$ cat src/hw/rtl/rptp_ram.sv
// generic single write port, single read port ram with registered read data
// no dependencies
`default_nettype none

module rptp_ram #(
  parameter int WIDTH = 50,
  parameter int DEPTH = 16
) (
  input  wire logic                     clk_i,
  input  wire logic                     we_i,
  input  wire logic [$clog2(DEPTH)-1:0] waddr_i,
  input  wire logic [WIDTH-1:0]         wdata_i,
  input  wire logic                     re_i,
  input  wire logic [$clog2(DEPTH)-1:0] raddr_i,
  output logic      [WIDTH-1:0]         rdata_o
);

  logic [WIDTH-1:0] mem_q [DEPTH];

  always_ff @(posedge clk_i) begin
    if (we_i) begin
      mem_q[waddr_i] <= wdata_i;
    end
    if (re_i) begin
      rdata_o <= mem_q[raddr_i];
    end
  end

endmodule

`default_nettype wire

$ cat config.mk
export PLATFORM = sky130hd
export DESIGN_NAME = rptp_ram
export DESIGN_NICKNAME = d
export VERILOG_FILES = /design/src/hw/rtl/rptp_ram.sv
export SDC_FILE = /design/constraint.sdc
export NUM_CORES = 1
export LEC_CHECK = 0
export BUFFER_PORTS_ARGS = -buffer_cell sky130_fd_sc_hd__buf_2
export CORE_ASPECT_RATIO = 2
export CORE_MARGIN = 2
export CORE_UTILIZATION = 55
export CTS_CLUSTER_SIZE = 30
export DETAILED_ROUTE_END_ITERATION = 16
export GPL_ROUTABILITY_DRIVEN = 1
export PLACE_DENSITY = 0.72
export SLEW_MARGIN = 0
export SYNTH_ARGS = -nofsm -noshare
export SYNTH_HDL_FRONTEND = slang
export SYNTH_SLANG_ARGS = --single-unit
$ cat constraint.sdc
create_clock -name clk_i -period 6.55 [get_ports clk_i]
set_input_delay 1.31 -clock clk_i [delete_from_list [all_inputs] [get_ports clk_i]]
set_output_delay 1.31 -clock clk_i [all_outputs]
set_load 0.05 [all_outputs]
### After elaboration in Yosys (flattened, before gate mapping)

Memories as Yosys holds them, arrays and structs flattened. A register that Yosys moved wholly into a read port is not among the register bits.
Index checks and enable logic that the tools add are counted.
W data, S select, Z words.

| cells by class | value |
|---|---|
| multiplexer cells | 2 |

Operators with widths:

| operator | count |
|---|---|
| $mux W1 | 2 |

| storage, ports and cells | value |
|---|---|
| word-level logic and storage cells | 3 |
| flip-flop bits (word level) | 0 |
| memories | 1 |
| output and inout port bits | 50 |
| bits of input ports | 61 |
| RAM bits | 800 |

Memory list:

| memory | words | bits a word | read ports | clocked after Yosys merged registers in | write ports | RTL line | source |
|---|---|---|---|---|---|---|---|
| mem_q | 16 | 50 | 1 | 1 | 1 | 18 | `logic [WIDTH-1:0] mem_q [DEPTH];` |

### Depth between registers and ports, before layout

Gate-level depths: netlist (run 1).

| depth | value |
|---|---|
| word-level depth | 2 |
| gate-level depth with buffers | 5 |
| gate-level depth less buffers | 3 |

### Least setup slack after synthesis (run 1)

OpenSTA, ideal clock, no wires.

| path | value |
|---|---|
| path kind | in2reg |
| from | in waddr_i[2] |
| to | mem mem_q[0][0] (enable) |
| data required time | 6.030 ns |
| arrival | 5.235 ns |
| slack | 0.795 ns |
| cell stages on the path | 2 |
| cells stage by stage | or3b_2 > nor3_1 |

RTL lines:

| item | RTL line | source |
|---|---|---|
| start: declaration | 11 | `input wire logic [$clog2(DEPTH)-1:0] waddr_i,` |
| end: declaration | 18 |  |

No word-level cell before the write port.

==> impl_metrics.json, run 1 <==
{
  "place_inst": 2113,
  "cts_hold_buf": 0,
  "rsz0062_at_grt": "false",
  "fin_setup_tns_ns": 0,
  "synth.ff_latch_count": 850,
  "crit_fanout": 84,
  "cts_resized": 0,
  "cts_buffer_depth": 3,
  "die_y_um": 342,
  "grt.total_usage_pct": 23.1,
  "powerDensity_nw_per_um2": 313,
  "final_nets": 1496,
  "instances_no_fill": 2242,
  "grt_max_degree": 108,
  "gp_routability_congestion": 0.709,
  "wl_per_cell_um": 29.9,
  "antenna_found_initial": 4,
  "num_rows": 123,
  "routed_wl_um": 67000,
  "drive_gt1_share_pct": 31.0,
  "power_leakage_nw": 11.2,
  "synth_nets": 1355,
  "antenna_left": 0,
  "synth.top_cell.area_share_pct": 81.3,
  "postPlaceCellArea_sq_um": 33000,
  "seqPwrFrac_pct": 55.7,
  "syn_inst": 1294,
  "p_int_mw": 8.78,
  "cp.required_ns": 6.89,
  "period_share_pct": 49.7,
  "port_buffers": 110,
  "final_area_sq_um": 35300,
  "cts_tree": "done",
  "clock_latency_ns": 0.60,
  "initial_core_util_pct": 55.8,
  "ys_warn_count": 0,
  "slew_headroom_pct": 24.7,
  "drt_iter0_markers": 1835,
  "fillers": 3759,
  "io_pins": 111,
  "vias_per_cell": 6.40,
  "ir_drop_v": 0.000236,
  "dr_total_vias": 14400,
  "yosys.cell_types.count": 16,
  "dieArea_sq_um": 59200,
  "multi_input_area_sq_um": 5710,
  "regArea_sq_um": 25500,
  "cts-root-buf": "clkbuf_16",
  "utilization_pct": 62.7,
  "path_class": "in2reg",
  "tightest_slew_ns": 1.13,
  "setup_viol": 0,
  "startpoint_type": "input port",
  "fmax_mhz": 307,
  "p_sw_mw": 2.29,
  "cp.arrival_ns": 3.60,
  "drc": 0,
  "hp-class": "reg2reg",
  "synth_area_sq_um": 31400,
  "yosysSeqAreaShare_pct": 81.3,
  "switching_share_pct": 20.7,
  "yosys.area.top_type": "edfxtp_1",
  "status": "complete, no violations",
  "cts.reportedPaths.clkPinSlew_ns": 0.07,
  "overflow": 0,
  "core_area_sq_um": 56300,
  "finalClockSkew_ns": 0.0125,
  "slew_viol_final": 0,
  "clkPwrFrac_pct": 38.9,
  "syn-mean-instance-area_sq_um": 24.3,
  "cts_setup_buffers": 0,
  "grt_pass1_vias": 14900,
  "cts.sinks": 850,
  "synth_area_leaders": "edfxtp_1 81%, mux4_2 14%, a22oi_1 2.4%",
  "finalHoldViolCount": 0,
  "drt_pass1_iterations": 5,
  "power_frac_comb_pct": 5.4,
  "grt_pass1_wl_um": 99200,
  "dieWidth_um": 173,
  "period_needed_ns": 3.26,
  "crit_path_end_kind": "register",
  "area_delta_synth_final_pct": 12.5,
  "n_antenna_cell": 0,
  "hpwl_um": 31300,
  "cts_max_level": 3,
  "cts-buffers-inserted": 70,
  "cap_violations": 0,
  "holdWs_ns": 0.736
}
==> stage by stage <==
step                setup slack [ns]  power [mW]
floorplan                      0.795        6.65
finish                          3.29        11.1
CTS                             3.18        11.1
global route                    2.99        11.4
global placement                2.58        6.87
detailed placement              2.56        6.88
==> layout make-up <==
class / count / area share [%]
flip-flops and latches: 850 / 72.2
clock buffers: 82 / 5.27
repair buffers: 136 / 2.27
well taps: 750 / 2.66
clock inverters: 47 / 1.40
multi-input cells: 377 / 16.2
==> cell usage after synthesis, drive strengths merged <==
cell      n
nand3b    2
nor2b     2
buf      36
and2      1
clkbuf   31
nor3      4
or3b      1
edfxtp  850
nand2    51
a22oi   100
nand2b    2
nor2     13
mux4    200
nand3     1
==> worst paths after layout <==
path	from	endpoint	slack, ns	cells after the start
max	raddr_i[0]	rdata_o[19]$_DFFE_PP_	3.29	5
min	mem_q[12][11]$_DFFE_PP_	rdata_o[11]$_DFFE_PP_	0.74	3
max reg2reg	mem_q[0][49]$_DFFE_PP_	rdata_o[49]$_DFFE_PP_	5.06	3
min reg2reg	mem_q[12][11]$_DFFE_PP_	rdata_o[11]$_DFFE_PP_	0.74	3
==> critical path, stage by stage <==
cell	delay, ns
buf_8	0.72
buf_4	0.63
mux4_2	0.59
a22oi_1	0.22
nand2_1	0.08
==> cells by family (layout without fill, tap and decap cells) <==
logic type | count (synthesis) | in the layout | synth area share, %
muxes | 200 | 200 | 14.3
buffers and inverters | 67 | 265 | 0.996
AOI/OAI and AO/OA | 100 | 100 | 2.39
DFF | 850 | 850 | 81.3
and+or+nand+nor | 77 | 77 | 1.02
==> sequential cells by signal (all words and copies together) (netlist names) <==
signal and count:
mem_q 800, rdata_o 50
==> power groups by stage <==
stage / Combinational, mW / Sequential (mW) / Clock [mW]
after floorplan: 0.287 / 6.37 / 0
after global routing: 0.639 / 6.17 / 4.54
after detailed placement: 0.602 / 6.28 / 0
after CTS: 0.605 / 6.17 / 4.36
final: 0.598 / 6.16 / 4.30
after global placement: 0.590 / 6.27 / 0
==> cell usage in the layout (no fill, tap or decap) <==
cell type,instances
nor3_2,4
nand3b_1,2
nand3_1,1
nor2_4,13
clkinv_2,13
a22oi_1,100
nor2b_4,2
buf_12,3
buf_8,1
clkinvlp_4,4
nand2b_1,2
or3b_2,1
clkbuf_8,1
buf_2,108
edfxtp_1,850
clkbuf_16,73
bufinv_16,10
inv_6,5
mux4_2,200
buf_4,23
and2_2,1
clkbuf_1,9
clkinv_1,15
nand2_1,51
==> routing by layer <==
| layer | share of wire, % | GRT usage [%] |
|---|---|---|
| met1 | 38 | 31.8 |
| met3 | 7.7 | 3.08 |
| met2 | 52 | 39.1 |
| met4 | 2.4 | 7.47 |
| met5 | 0.066 | 0 |
Note: power is estimated with default switching activity, not from simulation.
==> run 2, diff against run 1 <==
clock period = 3.3 ns   (was 6.55 ns; I/O delays follow)
==> impl_metrics.json, run 2 (synthesized netlist as in run 1, its figures left out) <==
{
  "status": "complete, no violations",
  "grt.total_usage_pct": 23.2,
  "initial_core_util_pct": 55.8,
  "crit_family": "flip-flops",
  "cts_max_level": 3,
  "fin_setup_tns_ns": 0,
  "cap_violations": 0,
  "mostFrequentLayoutCell": "edfxtp_1",
  "finalHoldViolCount": 0,
  "finalClockSkew_ns": 0.0172,
  "reg2reg_depth": 3,
  "die_y_um": 342,
  "cts_setup_buffers": 0,
  "grt_pass1_wl_um": 98500,
  "slew_viol_final": 0,
  "cts_tree": "done",
  "final_nets": 1510,
  "wl_met3_um": 4840,
  "rrSetupSlack_ns": 1.82,
  "maxUsedRoutingLayer": "met5",
  "overflow": 0,
  "cts_buffer_depth": 3,
  "cpMaxStageDelayCell": "edfxtp_1",
  "wl_met1_um": 25500,
  "final_area_sq_um": 35600,
  "num_rows": 123,
  "power_leakage_nw": 11.3,
  "layout_common_cells": "850 x edfxtp_1, 200 x mux4_2, 108 x buf_2",
  "antenna_found_initial": 10,
  "port_buffers": 110,
  "tightest_slew_ns": 0.832,
  "slew_headroom_pct": 44.4,
  "crit_path_end_kind": "output port",
  "met2_length_um": 35000,
  "cp.required_ns": 2.64,
  "worst_path_largest_cell_delay_ns": 0.48,
  "dr_total_vias": 14400,
  "crit_path_end": "rdata_o[22]",
  "io_pins": 111,
  "hp-class": "in2reg",
  "crit_fanout": 1,
  "cts-root-buf": "clkbuf_16",
  "grt_pass1_vias": 14800,
  "regMostFlops": "mem_q",
  "setup_viol": 0,
  "area_delta_synth_final_pct": 13.2,
  "drive_gt1_share_pct": 31.1,
  "grt_max_degree": 62,
  "regToRegEndpoint": "rdata_o[17]$_DFFE_PP_",
  "drt_pass1_iterations": 5,
  "cts-buffers-inserted": 69,
  "drc": 0,
  "postPlaceCellArea_sq_um": 33400,
  "cts.reportedPaths.clkPinSlew_ns": 0.07,
  "crit_start": "rdata_o[22]$_DFFE_PP_",
  "fmax_mhz": 487,
  "cp.depth": 1,
  "largest_register_ffs": 800,
  "dieWidth_um": 173,
  "powerDensity_nw_per_um2": 603,
  "cts_hold_buf": 0,
  "wl_per_cell_um": 29.8,
  "core_area_sq_um": 56300,
  "path_buf_inv": 1,
  "cts_resized": 0,
  "top_regs": "mem_q (800), rdata_o (50)",
  "clock_latency_ns": 0.60,
  "drt_iter0_markers": 1634,
  "cp.arrival_ns": 1.40,
  "gp_routability_congestion": 0.714,
  "path_class": "reg2out",
  "path_cells": "buf_2",
  "hpwl_um": 32200,
  "power_mw": 21.4,
  "period_needed_ns": 2.06,
  "min_from": "wdata_i[30]",
  "rsz0062_at_grt": "false",
  "ir_drop_v": 0.000343,
  "dieArea_sq_um": 59200,
  "vias_per_cell": 6.39,
  "routed_wl_um": 67100,
  "rr_startpoint": "mem_q[3][17]$_DFFE_PP_",
  "antenna_left": 0,
  "cts.sinks": 850,
  "startpoint_type": "register",
  "period_share_pct": 62.3
}
## run 2: power by group
group | internal [mW] | total [mW] | switching [mW] | leakage, nW
sequential | 12.2 | 12.2 | 0.0741 | 7.73
clock | 4.40 | 7.98 | 3.58 | 1.05
combinational | 0.439 | 1.23 | 0.787 | 2.49
total | 17.0 | 21.4 | 4.44 | 11.3
## run 2: routing by layer
metal | global-route usage [%] | vias to the layer above
li1 | - | 5878
met1 | 31.1 | 7761
met2 | 38.9 | 619
met3 | 4.11 | 118
met4 | 7.89 | 14
met5 | 0 | -
## run 2: final cells by class
class | count | area (sq um)
multi-input combinational | 377 | 5730
clock inverter | 32 | 305
timing repair buffer | 151 | 1200
sequential | 850 | 25500
clock buffer | 87 | 1860
tap | 750 | 938
fill | 3766 | 20800
antenna | 4 | 10.0
## run 2: metrics by stage
step | utilization [%] | std cells | worst slack [ns] | hold WS [ns]
after global placement | 59.3 | 2128 | 0.758 | 0.723
after detailed placement | 59.3 | 2128 | 0.685 | 0.736
after global routing | 63.2 | 2250 | 1.24 | 0.423
final | 63.2 | 2251 | 1.24 | 0.426
after floorplan | - | 1294 | -0.468 | 0.710
after CTS | 63.1 | 2247 | 1.24 | 0.391
## run 2: how the worst min path moves through the flow
stage,endpoint,cells past startpoint
final,mem_q[14][30]$_DFFE_PP_,1
after global routing,mem_q[3][2]$_DFFE_PP_,1
after CTS,mem_q[8][30]$_DFFE_PP_,1
after detailed placement,rdata_o[49]$_DFFE_PP_,3
after global placement,rdata_o[35]$_DFFE_PP_,3
after floorplan,rdata_o[0]$_DFFE_PP_,3
